File: config.mk
export PLATFORM = sky130hd
export DESIGN_NAME = name_path_line_parser_core
export DESIGN_NICKNAME = d
export VERILOG_FILES = /design/src/hw/rtl/nplp_pkg.sv /design/src/hw/rtl/name_path_line_parser_core.sv
export VERILOG_INCLUDE_DIRS = /design/src /design/src/hw/rtl
export SDC_FILE = /design/constraint.sdc
export NUM_CORES = 1
export LEC_CHECK = 0
export ABC_CLOCK_PERIOD_IN_PS = 4270
export BUFFER_PORTS_ARGS = -buffer_cell sky130_fd_sc_hd__buf_2
export CORE_ASPECT_RATIO = 1.1
export CORE_MARGIN = 5
export CORE_UTILIZATION = 50
export CTS_BUF_LIST = sky130_fd_sc_hd__clkbuf_4
export DETAILED_ROUTE_END_ITERATION = 8
export GPL_TIMING_DRIVEN = 0
export PLACE_DENSITY = 0.69
export SYNTH_ARGS = -nofsm -noshare
export SYNTH_HDL_FRONTEND = slang
export SYNTH_SLANG_ARGS = --single-unit
export TNS_END_PERCENT = 5
File: constraint.sdc
create_clock -name clock -period 4.27 [get_ports clock]
set_input_delay 0.854 -clock clock [delete_from_list [all_inputs] [get_ports clock]]
set_output_delay 0.854 -clock clock [all_outputs]
set_load 0.005 [all_outputs]
File: src/hw/rtl/name_path_line_parser_core_defines.svh
// Assertion macros for the name/path line parser.
// Included by modules that carry concurrent checks; no other dependencies.
`ifndef NAME_PATH_LINE_PARSER_CORE_DEFINES_SVH
`define NAME_PATH_LINE_PARSER_CORE_DEFINES_SVH

`ifndef ASSERT_OFF
`define NPLP_ASSERT_IMPLY(label, clk, rst, ante, cons, msg) \
   label: assert property (@(posedge clk) disable iff (rst) (ante) |-> (cons)) else $error(msg);
`define NPLP_ASSERT_ALWAYS(label, clk, rst, cond, msg) \
   label: assert property (@(posedge clk) disable iff (rst) (cond)) else $error(msg);
`else
`define NPLP_ASSERT_IMPLY(label, clk, rst, ante, cons, msg)
`define NPLP_ASSERT_ALWAYS(label, clk, rst, cond, msg)
`endif

`endif

File: src/hw/rtl/nplp_pkg.sv
// Shared constants and types for the name/path line parser.
// No dependencies; used by name_path_line_parser_core.
`timescale 1ns / 1ps

package nplp_pkg;

   localparam int NAME_LIMIT  = 64;   // 1..256
   localparam int PATH_LIMIT  = 256;  // 1..256
   localparam int ENTRY_LIMIT = 16;   // 1..16

   localparam logic [7:0] CHAR_COMMA = 8'h2C;
   localparam logic [7:0] CHAR_CR    = 8'h0D;
   localparam logic [7:0] CHAR_LF    = 8'h0A;
   localparam logic [7:0] CHAR_NUL   = 8'h00;

   typedef enum logic [1:0] {
      KIND_NAME_CHAR    = 2'd0,
      KIND_PATH_CHAR    = 2'd1,
      KIND_ENTRY_CLOSED = 2'd2,
      KIND_FINISHED     = 2'd3
   } kind_type;

   typedef struct packed {
      logic [4:0] entry_count;
      logic [7:0] char_value;
      logic [7:0] char_pos;
      logic [3:0] entry_index;
   } result_type;

endpackage

File: src/hw/rtl/name_path_line_parser_core.sv
// Name/path line parser: turns a byte stream of "name,path" lines into
// character, entry-close and finish words. Depends on nplp_pkg and the
// assertion macros in name_path_line_parser_core_defines.svh.
`timescale 1ns / 1ps
`include "name_path_line_parser_core_defines.svh"

// The parser takes one text byte per clock and gives at most one result word
// for it. A byte passes an input register, then the mode update and result
// selection, then the result register, which drives rsp_*. Both registers
// advance together whenever the result register is empty or being drained,
// so a byte is accepted every cycle while rsp_tready is high, including
// while a finished result waits.
// Parsing stops after a NUL byte or after ENTRY_LIMIT entries have closed;
// later bytes are consumed silently until one arrives with req_tuser set,
// which restarts the parser on that byte.
module name_path_line_parser_core (
   input  logic        clock,
   input  logic        reset,
   input  logic        req_tvalid,
   output logic        req_tready,
   input  logic [7:0]  req_tdata,   // [7:0] text_byte
   input  logic        req_tuser,   // [0] new_file
   output logic        rsp_tvalid,
   input  logic        rsp_tready,
   output logic [31:0] rsp_tdata,   // [3:0] entry_index, [11:4] char_pos,
                                    // [19:12] char_value, [24:20] entry_count
   output logic [1:0]  rsp_tuser,   // [1:0] kind
   output logic        rsp_tlast    // done_res
);

   typedef enum logic [2:0] {
      MODE_NAME      = 3'd0,
      MODE_NAME_SKIP = 3'd1,
      MODE_COMMA_RUN = 3'd2,
      MODE_PATH      = 3'd3,
      MODE_PATH_SKIP = 3'd4,
      MODE_EOL_RUN   = 3'd5,
      MODE_DONE      = 3'd6
   } mode_type;

   // input register
   logic       in_valid_ff, in_valid_in;
   logic [7:0] in_byte_ff;
   logic       in_new_ff;

   // parser state
   mode_type   mode_ff, mode_in;
   logic [4:0] count_ff, count_in;
   logic [8:0] pos_ff, pos_in;
   logic       started_ff, started_in;

   // result register
   logic                 rsp_valid_ff, rsp_valid_in;
   nplp_pkg::kind_type   rsp_kind_ff, rsp_kind_in;
   nplp_pkg::result_type rsp_data_ff, rsp_data_in;
   logic                 rsp_done_ff, rsp_done_in;

   logic advance;
   logic process;
   logic is_eol;
   logic is_comma;
   logic path_step;
   logic do_close;
   logic force_done;
   logic res_valid;

   assign advance    = !rsp_valid_ff || rsp_tready;
   assign process    = in_valid_ff && advance;
   assign req_tready = !in_valid_ff || advance;

   assign is_eol   = (in_byte_ff == nplp_pkg::CHAR_CR) || (in_byte_ff == nplp_pkg::CHAR_LF);
   assign is_comma = (in_byte_ff == nplp_pkg::CHAR_COMMA);

   always_comb begin
      mode_in     = mode_ff;
      count_in    = count_ff;
      pos_in      = pos_ff;
      started_in  = started_ff;
      res_valid   = 1'b0;
      rsp_kind_in = nplp_pkg::KIND_NAME_CHAR;
      rsp_data_in = '0;
      rsp_done_in = 1'b0;
      path_step   = 1'b0;
      do_close    = 1'b0;
      force_done  = 1'b0;

      if (in_new_ff) begin
         mode_in    = MODE_NAME;
         count_in   = '0;
         pos_in     = '0;
         started_in = 1'b0;
      end

      if (mode_in != MODE_DONE) begin
         if (in_byte_ff == nplp_pkg::CHAR_NUL) begin
            if (started_in) begin
               do_close   = 1'b1;
               force_done = 1'b1;
            end else begin
               mode_in                 = MODE_DONE;
               res_valid               = 1'b1;
               rsp_kind_in             = nplp_pkg::KIND_FINISHED;
               rsp_data_in.entry_index = count_in[3:0];
               rsp_data_in.entry_count = count_in;
               rsp_done_in             = 1'b1;
            end
         end else begin
            // a non-line-end byte after a line end opens the next entry
            if (mode_in == MODE_EOL_RUN && !is_eol) begin
               mode_in = MODE_NAME;
               pos_in  = '0;
            end

            unique case (mode_in)
               MODE_NAME: begin
                  started_in = 1'b1;
                  if (is_comma) begin
                     mode_in = MODE_COMMA_RUN;
                  end else if (pos_in < 9'(nplp_pkg::NAME_LIMIT)) begin
                     res_valid               = 1'b1;
                     rsp_kind_in             = nplp_pkg::KIND_NAME_CHAR;
                     rsp_data_in.entry_index = count_in[3:0];
                     rsp_data_in.char_pos    = pos_in[7:0];
                     rsp_data_in.char_value  = in_byte_ff;
                     rsp_data_in.entry_count = count_in;
                     pos_in                  = pos_in + 9'd1;
                  end else begin
                     mode_in = MODE_NAME_SKIP;
                  end
               end
               MODE_NAME_SKIP: begin
                  if (is_comma) begin
                     mode_in = MODE_COMMA_RUN;
                  end
               end
               MODE_COMMA_RUN: begin
                  // first non-comma byte is already the first path byte
                  if (!is_comma) begin
                     pos_in    = '0;
                     path_step = 1'b1;
                  end
               end
               MODE_PATH: begin
                  path_step = 1'b1;
               end
               MODE_PATH_SKIP: begin
                  if (is_eol) begin
                     do_close = 1'b1;
                  end
               end
               default: begin
               end
            endcase

            if (path_step) begin
               mode_in = MODE_PATH;
               if (is_eol) begin
                  do_close = 1'b1;
               end else if (pos_in < 9'(nplp_pkg::PATH_LIMIT)) begin
                  res_valid               = 1'b1;
                  rsp_kind_in             = nplp_pkg::KIND_PATH_CHAR;
                  rsp_data_in.entry_index = count_in[3:0];
                  rsp_data_in.char_pos    = pos_in[7:0];
                  rsp_data_in.char_value  = in_byte_ff;
                  rsp_data_in.entry_count = count_in;
                  pos_in                  = pos_in + 9'd1;
               end else begin
                  mode_in = MODE_PATH_SKIP;
               end
            end
         end
      end

      if (do_close) begin
         rsp_data_in             = '0;
         rsp_data_in.entry_index = count_in[3:0];
         count_in                = count_in + 5'd1;
         started_in              = 1'b0;
         pos_in                  = '0;
         rsp_done_in             = force_done || (count_in >= 5'(nplp_pkg::ENTRY_LIMIT));
         mode_in                 = rsp_done_in ? MODE_DONE : MODE_EOL_RUN;
         res_valid               = 1'b1;
         rsp_kind_in             = nplp_pkg::KIND_ENTRY_CLOSED;
         rsp_data_in.entry_count = count_in;
      end
   end

   always_comb begin
      in_valid_in = in_valid_ff;
      if (req_tvalid && req_tready) begin
         in_valid_in = 1'b1;
      end else if (process) begin
         in_valid_in = 1'b0;
      end

      rsp_valid_in = rsp_valid_ff;
      if (process) begin
         rsp_valid_in = res_valid;
      end else if (rsp_tready) begin
         rsp_valid_in = 1'b0;
      end
   end

   always_ff @(posedge clock) begin
      if (reset) begin
         in_valid_ff  <= 1'b0;
         rsp_valid_ff <= 1'b0;
         mode_ff      <= MODE_NAME;
         count_ff     <= '0;
         pos_ff       <= '0;
         started_ff   <= 1'b0;
      end else begin
         in_valid_ff  <= in_valid_in;
         rsp_valid_ff <= rsp_valid_in;
         if (process) begin
            mode_ff    <= mode_in;
            count_ff   <= count_in;
            pos_ff     <= pos_in;
            started_ff <= started_in;
         end
      end

      if (req_tvalid && req_tready) begin
         in_byte_ff <= req_tdata;
         in_new_ff  <= req_tuser;
      end
      if (process && res_valid) begin
         rsp_kind_ff <= rsp_kind_in;
         rsp_data_ff <= rsp_data_in;
         rsp_done_ff <= rsp_done_in;
      end
   end

   assign rsp_tvalid = rsp_valid_ff;
   assign rsp_tuser  = rsp_kind_ff;
   assign rsp_tdata  = {7'd0, rsp_data_ff};
   assign rsp_tlast  = rsp_done_ff;

   `NPLP_ASSERT_IMPLY(a_finish_is_last, clock, reset,
      rsp_valid_ff && (rsp_kind_ff == nplp_pkg::KIND_FINISHED), rsp_done_ff,
      "finish word without done flag")
   `NPLP_ASSERT_IMPLY(a_last_kind, clock, reset, rsp_valid_ff && rsp_done_ff,
      (rsp_kind_ff == nplp_pkg::KIND_ENTRY_CLOSED) || (rsp_kind_ff == nplp_pkg::KIND_FINISHED),
      "done flag on a character word")
   `NPLP_ASSERT_IMPLY(a_done_closed, clock, reset, mode_ff == MODE_DONE, !started_ff,
      "entry still open after finish")
   `NPLP_ASSERT_ALWAYS(a_count_limit, clock, reset,
      count_ff <= 5'(nplp_pkg::ENTRY_LIMIT), "entry count past limit")

endmodule

==> run summary, run 1 <==
Global-route wire length before repair: 13,100 um
FF+latch count, synth: 57
Worst-Margin Slew: 1.01 ns
Number of cells produced by synthesis: 342
Power share of the combinational group: 11.2%
Status: finished, final reports clean
TritonCTS Sinks: 57
RSZ-0062 raised after global routing: no
Vias in the first global route: 2,625
Setup crit end kind: register
Slew headroom: 32.5%
Initial core utilization: 50.8%
GPL Wtd Cong: 0.961
Initial antenna violation count: 0
Area contributors post-synth: edfxtp_1, dfxtp_1, nor2_1, nand2_1, o21ai_0
Final min period: 3.91 ns
Antenna Violating Nets Remaining: 0
DR iter-0 viols: 319
Final setup skew: 0.0131 ns
Setup WS post-layout: 0.357 ns
Max Cap Viol: 0
Die area: 8300 um^2
FP Rows: 31
Crit Path Category: reg2reg
HP Class: reg2reg
Setup-failing EPs final: 0
Max Slew Vio Count: 0
Reg power frac: 55.1%
Routed len/inst: 16.3 um
Hpwl dp: 5950 um
Layout cell share with drive strength beyond 1: 19.7%
Avg Inst Size Synth: 9.62 um^2
N_diodes: 0
Post-CTS Setup Inserts: 0
Boundary Pins: 50
FF-to-FF Start: in_byte_ff[4]$_DFFE_PP_
WP data required: 4.54 ns
Net count reported at finish: 418
Placement Setup Slack: 0.417 ns
Largest net degree at the start of global routing: 19
Drt pass-1 iters: 6
Final Cycle Share: 91.6%
GR Util All Layers: 20.4%
# resized after CTS: 0
Die width: 87.3 um
Critical path peak fanout: 10
Share of the synthesized area in the top cell type: 33.8%
CTS tree: yes
Crit. Startpoint: in_byte_ff[4]$_DFFE_PP_
Pwr dens: 298 nW/um^2
Main flop type after synthesis: edfxtp_1
Hold Startpoint: started_ff$_SDFFE_PP0P_
P&R area growth vs syn: 14.9%
Num CTS Buffers: 9
Pint: 0.843 mW
Sequential fraction of the synthesis area: 45.9%
Number of synthesized flops with an enable pin: 37
Arrival time at the worst endpoint: 4.19 ns
CTS root buffer: clkbuf_4
Crit start category: register
Peak supply drop: 215 uV
Mapped cell area: 3290 um^2
Cts hold-fix bufs: 0
Asr flop ratio synth: 0%
Netlist cell types: 72
Sw frac: 25.2%
DRC viols: 0
Psw: 0.284 mW
Leak pwr: 1.43 nW
Synth Warn #: 0
Vias: 2,829
Clock power frac: 33.7%
Clock latency on the worst-skew pair: 0.40 ns
Fmax: 256 MHz
I/O Buffers: 41
GRT overflow: 0
Die H: 95.1 um
Leading area contributor after synthesis: edfxtp_1
Clock H-tree levels: 3
Final Hold Viols: 0
Longest Clk Path Bufs: 2
Core box area: 6480 um^2
Drt total wl: 7960 um
Vias/cell: 5.80
Fin util: 58.3%
Worst-path clk slew: 0.10 ns
==> worst paths after layout <==
path / end / slack [ns] / depth (start not counted)
max: pos_ff[7]$_SDFFE_PP0P_ / 0.36 / 13
min: started_ff$_SDFFE_PP0P_ / 0.50 / 2
min reg2reg: started_ff$_SDFFE_PP0P_ / 0.50 / 2
max reg2reg: pos_ff[7]$_SDFFE_PP0P_ / 0.36 / 13
==> power by group through the flow <==
stage                     clock network [mW]  registers [mW]  logic, mW
after global routing                   0.413           0.625      0.139
final                                  0.380           0.621      0.126
after CTS                              0.387           0.621      0.125
after detailed placement                   0           0.634      0.125
after global placement                     0           0.635      0.119
after floorplan                            0           0.634     0.0793
==> worst max-delay path, stage by stage, from the launching register on <==
cell,delay (ns)
edfxtp_1,0.44
nor3_1,0.52
o211ai_2,0.30
a31oi_4,0.38
and2_1,0.18
ha_1,0.17
and3b_1,0.18
o211ai_1,0.10
xnor2_1,0.18
a32o_2,0.20
or4b_4,0.51
nor4b_4,0.29
xor2_1,0.23
a22oi_1,0.09
==> cell type report <==
class,instances,area (um^2)
flip-flops and latches,57,1510
fillers,586,2700
multi-input cells,263,1660
plain buffers,19,106
well taps,82,103
inverters,9,33.8
repair buffers,42,233
clock buffers,11,82.6
clock inverters,5,46.3
==> cell usage in the layout, fill, tap and decap left out, types with 6 or more instances in the layout <==
| master | instances |
|---|---|
| buf_4 | 7 |
| o21ai_0 | 19 |
| conb_1 | 7 |
| nand2_1 | 30 |
| nor2b_1 | 6 |
| nor2_1 | 36 |
| and2_1 | 14 |
| buf_2 | 42 |
| dfxtp_1 | 20 |
| nand3_1 | 11 |
| or3_1 | 6 |
| clkbuf_4 | 11 |
| inv_1 | 8 |
| nor3_1 | 16 |
| edfxtp_1 | 37 |
| clkbuf_1 | 8 |
| a21oi_1 | 15 |
| xnor2_1 | 8 |
==> cells in the mapped netlist (3+ instances only) <==
cell type and instances:
or3_1 6, nand2_1 30, dfxtp_1 20, a22oi_1 5
and2_1 14, nor3_1 16, o211ai_1 5, a211oi_1 3
clkbuf_1 8, a21oi_1 15, o31ai_1 3, and3_1 4
a22o_1 3, nor2b_1 6, nor2_1 37, edfxtp_1 37
o21ai_0 19, and3b_1 4, inv_1 8, buf_4 7
xor2_1 5, nand4_1 3, xnor2_1 8, ha_1 4
nand3_1 11
==> flip-flops by register name, summed over array words and instances (netlist names) <==
name         cells
rsp_tdata       25
pos_ff           9
rsp_tuser        2
count_ff         5
mode_ff          3
in_valid_ff      1
in_byte_ff       8
in_new_ff        1
rsp_tlast        1
started_ff       1
rsp_tvalid       1
==> metrics by stage <==
stage               total power, mW  hold slack (ns)  instances  TNS [ns]  instance area, um^2
global placement              0.753            0.479        471     -8.42                 3620
detailed placement            0.759            0.487        472         0                 3650
finish                         1.13            0.503        488         0                 3780
global route                   1.18            0.560        488         0                 3780
CTS                            1.13            0.502        488         0                 3780
floorplan                     0.713            0.459        348         0                 3310
==> metal layers <==
metal | GRT usage (%) | vias to the layer above | wire length, um
met4 | 9.34 | 0 | 208
met3 | 4.32 | 18 | 530
met1 | 27.5 | 1302 | 3570
met2 | 31.3 | 117 | 3650
met5 | 0 | - | 0
li1 | - | 1392 | -
==> cells by family (layout without fill, tap and decap cells) <==
group,count (synthesis),in the layout,synth area share [%]
buffers and inverters,28,86,4.26
multiplexers,2,2,0.647
adder cells (fa/ha/maj),4,4,1.52
AO/OA/AOI/OAI,87,87,19.9
other,1,7,0.114
AND/OR/NAND/NOR,150,150,24.2
flip-flops,57,57,45.9
XOR/XNOR,13,13,3.46
(Power assumes the default switching activity.)
==> run 2, diff against run 1 <==
- CORE_UTILIZATION: 50 -> 40
- PLACE_DENSITY: 0.69 -> 0.57
==> run 2 against run 1 <==
Net effect:
- cell count up 5.3%
- first-iteration DRC count down 25%
- non-clock buffer count down 1
- total power up 5.9%
- sequential power about the same
- clock skew up 0.0024 ns
- critical endpoint unchanged
- design area up 1.1%
- highest routed layer unchanged
- setup slack better by 0.034 ns
==> run summary, run 2 (synthesized netlist as in run 1, its figures left out) <==
Crit. Startpoint: in_byte_ff[6]$_DFFE_PP_ (was in_byte_ff[4]$_DFFE_PP_)
Arrival time at the worst endpoint: 4.17 ns (was 4.19 ns)
Power share of the combinational group: 10.3% (was 11.2%)
Drt total wl: 8380 um (was 7960 um)
Slowest cell delay on critical path: 0.52 ns (about the same)
Pint: 0.896 mW (was 0.843 mW)
Vias/cell: 5.46 (was 5.80)
Die area: 10,100 um^2 (was 8300 um^2)
Global-route wire length before repair: 13,800 um (was 13,100 um)
Hold_ws: 0.502 ns (was 0.503 ns)
Clock latency on the worst-skew pair: 0.42 ns (was 0.40 ns)
Slew headroom: 32.7% (was 32.5%)
Final setup skew: 0.0155 ns (was 0.0131 ns)
Cell family with most CP delay: simple AND/OR/NAND/NOR gates (unchanged)
GRT overflow: 0 (unchanged)
Num CTS Buffers: 9 (unchanged)
Antenna Violating Nets Remaining: 0 (unchanged)
Commonest non-fill, non-tap cell in the layout: buf_2 (unchanged)
Fillers: 785 (was 586)
Setup crit end kind: register (unchanged)
Initial core utilization: 41.3% (was 50.8%)
I/O Buffers: 41 (unchanged)
P&R area growth vs syn: 16.1% (was 14.9%)
CP Buf/Inv Count: 0 (unchanged)
DR iter-0 viols: 238 (was 319)
Largest net degree at the start of global routing: 29 (was 19)
Crit Path Category: reg2reg (unchanged)
GR Util All Layers: 17.8% (was 20.4%)
Boundary Pins: 50 (unchanged)
# resized after CTS: 0 (unchanged)
Die H: 105 um (was 95.1 um)
Vias: 2,808 (was 2,829)
Number of flip-flops in the largest register: 25 (unchanged)
Initial antenna violation count: 1 (was 0)
Routed len/inst: 16.3 um (about the same)
Crit start category: register (unchanged)
Longest Clk Path Bufs: 2 (unchanged)
DRC viols: 0 (unchanged)
CTS root buffer: clkbuf_4 (unchanged)
R2R depth: 13 (unchanged)
FF-to-FF Start: in_byte_ff[6]$_DFFE_PP_ (was in_byte_ff[4]$_DFFE_PP_)
Final Cycle Share: 90.8% (was 91.6%)
Leak pwr: 1.44 nW (was 1.43 nW)
Psw: 0.298 mW (was 0.284 mW)
CP cell instances: nor3_1, o211ai_2, a31oi_4, and2_1, ha_1, and3b_1, o211ai_1, xnor2_1, a32o_2, or4b_4, nor4b_4, xor2_1, a22oi_1 (unchanged)
GPL Wtd Cong: 0.892 (was 0.961)
Worst-Margin Slew: 1.00 ns (was 1.01 ns)
TritonCTS Sinks: 57 (unchanged)
Most frequent cells in the layout: buf_2, edfxtp_1, nor2_1 (unchanged)
Setup WS post-layout: 0.391 ns (was 0.357 ns)
Placed insts: 497 (was 472)
Drt pass-1 iters: 5 (was 6)
Final min period: 3.88 ns (was 3.91 ns)
Setup crit end: pos_ff[7]$_SDFFE_PP0P_ (unchanged)
Core box area: 7960 um^2 (was 6480 um^2)
Sw frac: 25.0% (was 25.2%)
Reg2Reg Setup Slack: 0.39 ns (was 0.36 ns)
Cts hold-fix bufs: 0 (unchanged)
Critical path peak fanout: 10 (unchanged)
Final Hold Viols: 0 (unchanged)
Max Slew Vio Count: 0 (unchanged)
Levels on crit path: 13 (unchanged)
Pwr dens: 312 nW/um^2 (was 298 nW/um^2)
Max Cap Viol: 0 (unchanged)
Vias in the first global route: 2,677 (was 2,625)
CTS tree: yes (unchanged)
Peak supply drop: 176 uV (was 215 uV)
Placement Setup Slack: 0.521 ns (was 0.417 ns)
Setup-failing EPs final: 0 (unchanged)
RSZ-0062 raised after global routing: no (unchanged)
Worst-path clk slew: 0.10 ns (about the same)
Final std cells w/o fill: 514 (was 488)
HP Class: reg2reg (unchanged)
Die width: 96.5 um (was 87.3 um)
Clock H-tree levels: 3 (unchanged)
Layout cell share with drive strength beyond 1: 20.2% (was 19.7%)
WP data required: 4.56 ns (was 4.54 ns)
Reg power frac: 52.1% (was 55.1%)
Net count reported at finish: 417 (was 418)
Hpwl dp: 6100 um (was 5950 um)
Total power: 1.19 mW (was 1.13 mW)
Post-CTS Setup Inserts: 0 (unchanged)
CP max stage cell: or4b_4 (was nor3_1)
Fmax: 258 MHz (was 256 MHz)
R2R Path End: pos_ff[7]$_SDFFE_PP0P_ (unchanged)
FP Rows: 34 (was 31)
Clock power frac: 37.6% (was 33.7%)
Status: finished, final reports clean (unchanged)
## run 2: metrics by stage
step / util [%] / area, um^2 / TNS, ns
6_report: 48.0 / 3820 / 0
5_1_grt: 48.0 / 3820 / 0
4_1_cts: 48.0 / 3820 / 0
3_5_place_dp: 46.0 / 3660 / 0
3_3_place_gp: 45.9 / 3650 / -10.58
2_1_floorplan: - / 3310 / 0
## run 2: power by group through the flow
| stage | sequential [mW] | combinational (mW) | clock [mW] |
|---|---|---|---|
| after global routing | 0.625 | 0.138 | 0.487 |
| after detailed placement | 0.635 | 0.122 | 0 |
| after CTS | 0.622 | 0.123 | 0.459 |
| final | 0.622 | 0.123 | 0.449 |
| after floorplan | 0.634 | 0.0793 | 0 |
| after global placement | 0.635 | 0.121 | 0 |
## run 2: layout make-up
cell class / instances / area, um^2 / area share (%)
Antenna cell: 1 / 2.50 / 0.0655
Tap cell: 108 / 135 / 3.54
Inverter: 9 / 33.8 / 0.884
Timing Repair Buffer: 41 / 205 / 5.37
Clock inverter: 6 / 82.6 / 2.16
Buffer: 19 / 106 / 2.78
Sequential cell: 57 / 1510 / 39.6
Clock buffer: 10 / 75.1 / 1.97
Multi-Input combinational cell: 263 / 1670 / 43.7
## run 2: worst reg2reg max path, stage by stage (launching register included)
cell	delay, ns
edfxtp_1	0.45
nor3_1	0.49
o211ai_2	0.29
a31oi_4	0.39
and2_1	0.18
ha_1	0.16
and3b_1	0.18
o211ai_1	0.10
xnor2_1	0.18
a32o_2	0.19
or4b_4	0.52
nor4b_4	0.28
xor2_1	0.24
a22oi_1	0.10
## run 2: metal layers
layer / up-vias / GRT usage, % / wire, um
met4: 0 / 8.32 / 203
li1: 1382 / - / -
met5: - / 0 / 0
met3: 17 / 4.10 / 434
met1: 1320 / 24.1 / 3920
met2: 89 / 26.6 / 3830
## run 2: worst min path at each step
stage | start | to | slack (ns) | cells after the start
2_1_floorplan | started_ff$_SDFFE_PP0P_ | started_ff$_SDFFE_PP0P_ | 0.46 | 2
3_3_place_gp | started_ff$_SDFFE_PP0P_ | started_ff$_SDFFE_PP0P_ | 0.48 | 2
3_5_place_dp | started_ff$_SDFFE_PP0P_ | started_ff$_SDFFE_PP0P_ | 0.48 | 2
4_1_cts | started_ff$_SDFFE_PP0P_ | started_ff$_SDFFE_PP0P_ | 0.50 | 2
5_1_grt | started_ff$_SDFFE_PP0P_ | started_ff$_SDFFE_PP0P_ | 0.54 | 2
6_report | started_ff$_SDFFE_PP0P_ | started_ff$_SDFFE_PP0P_ | 0.50 | 2
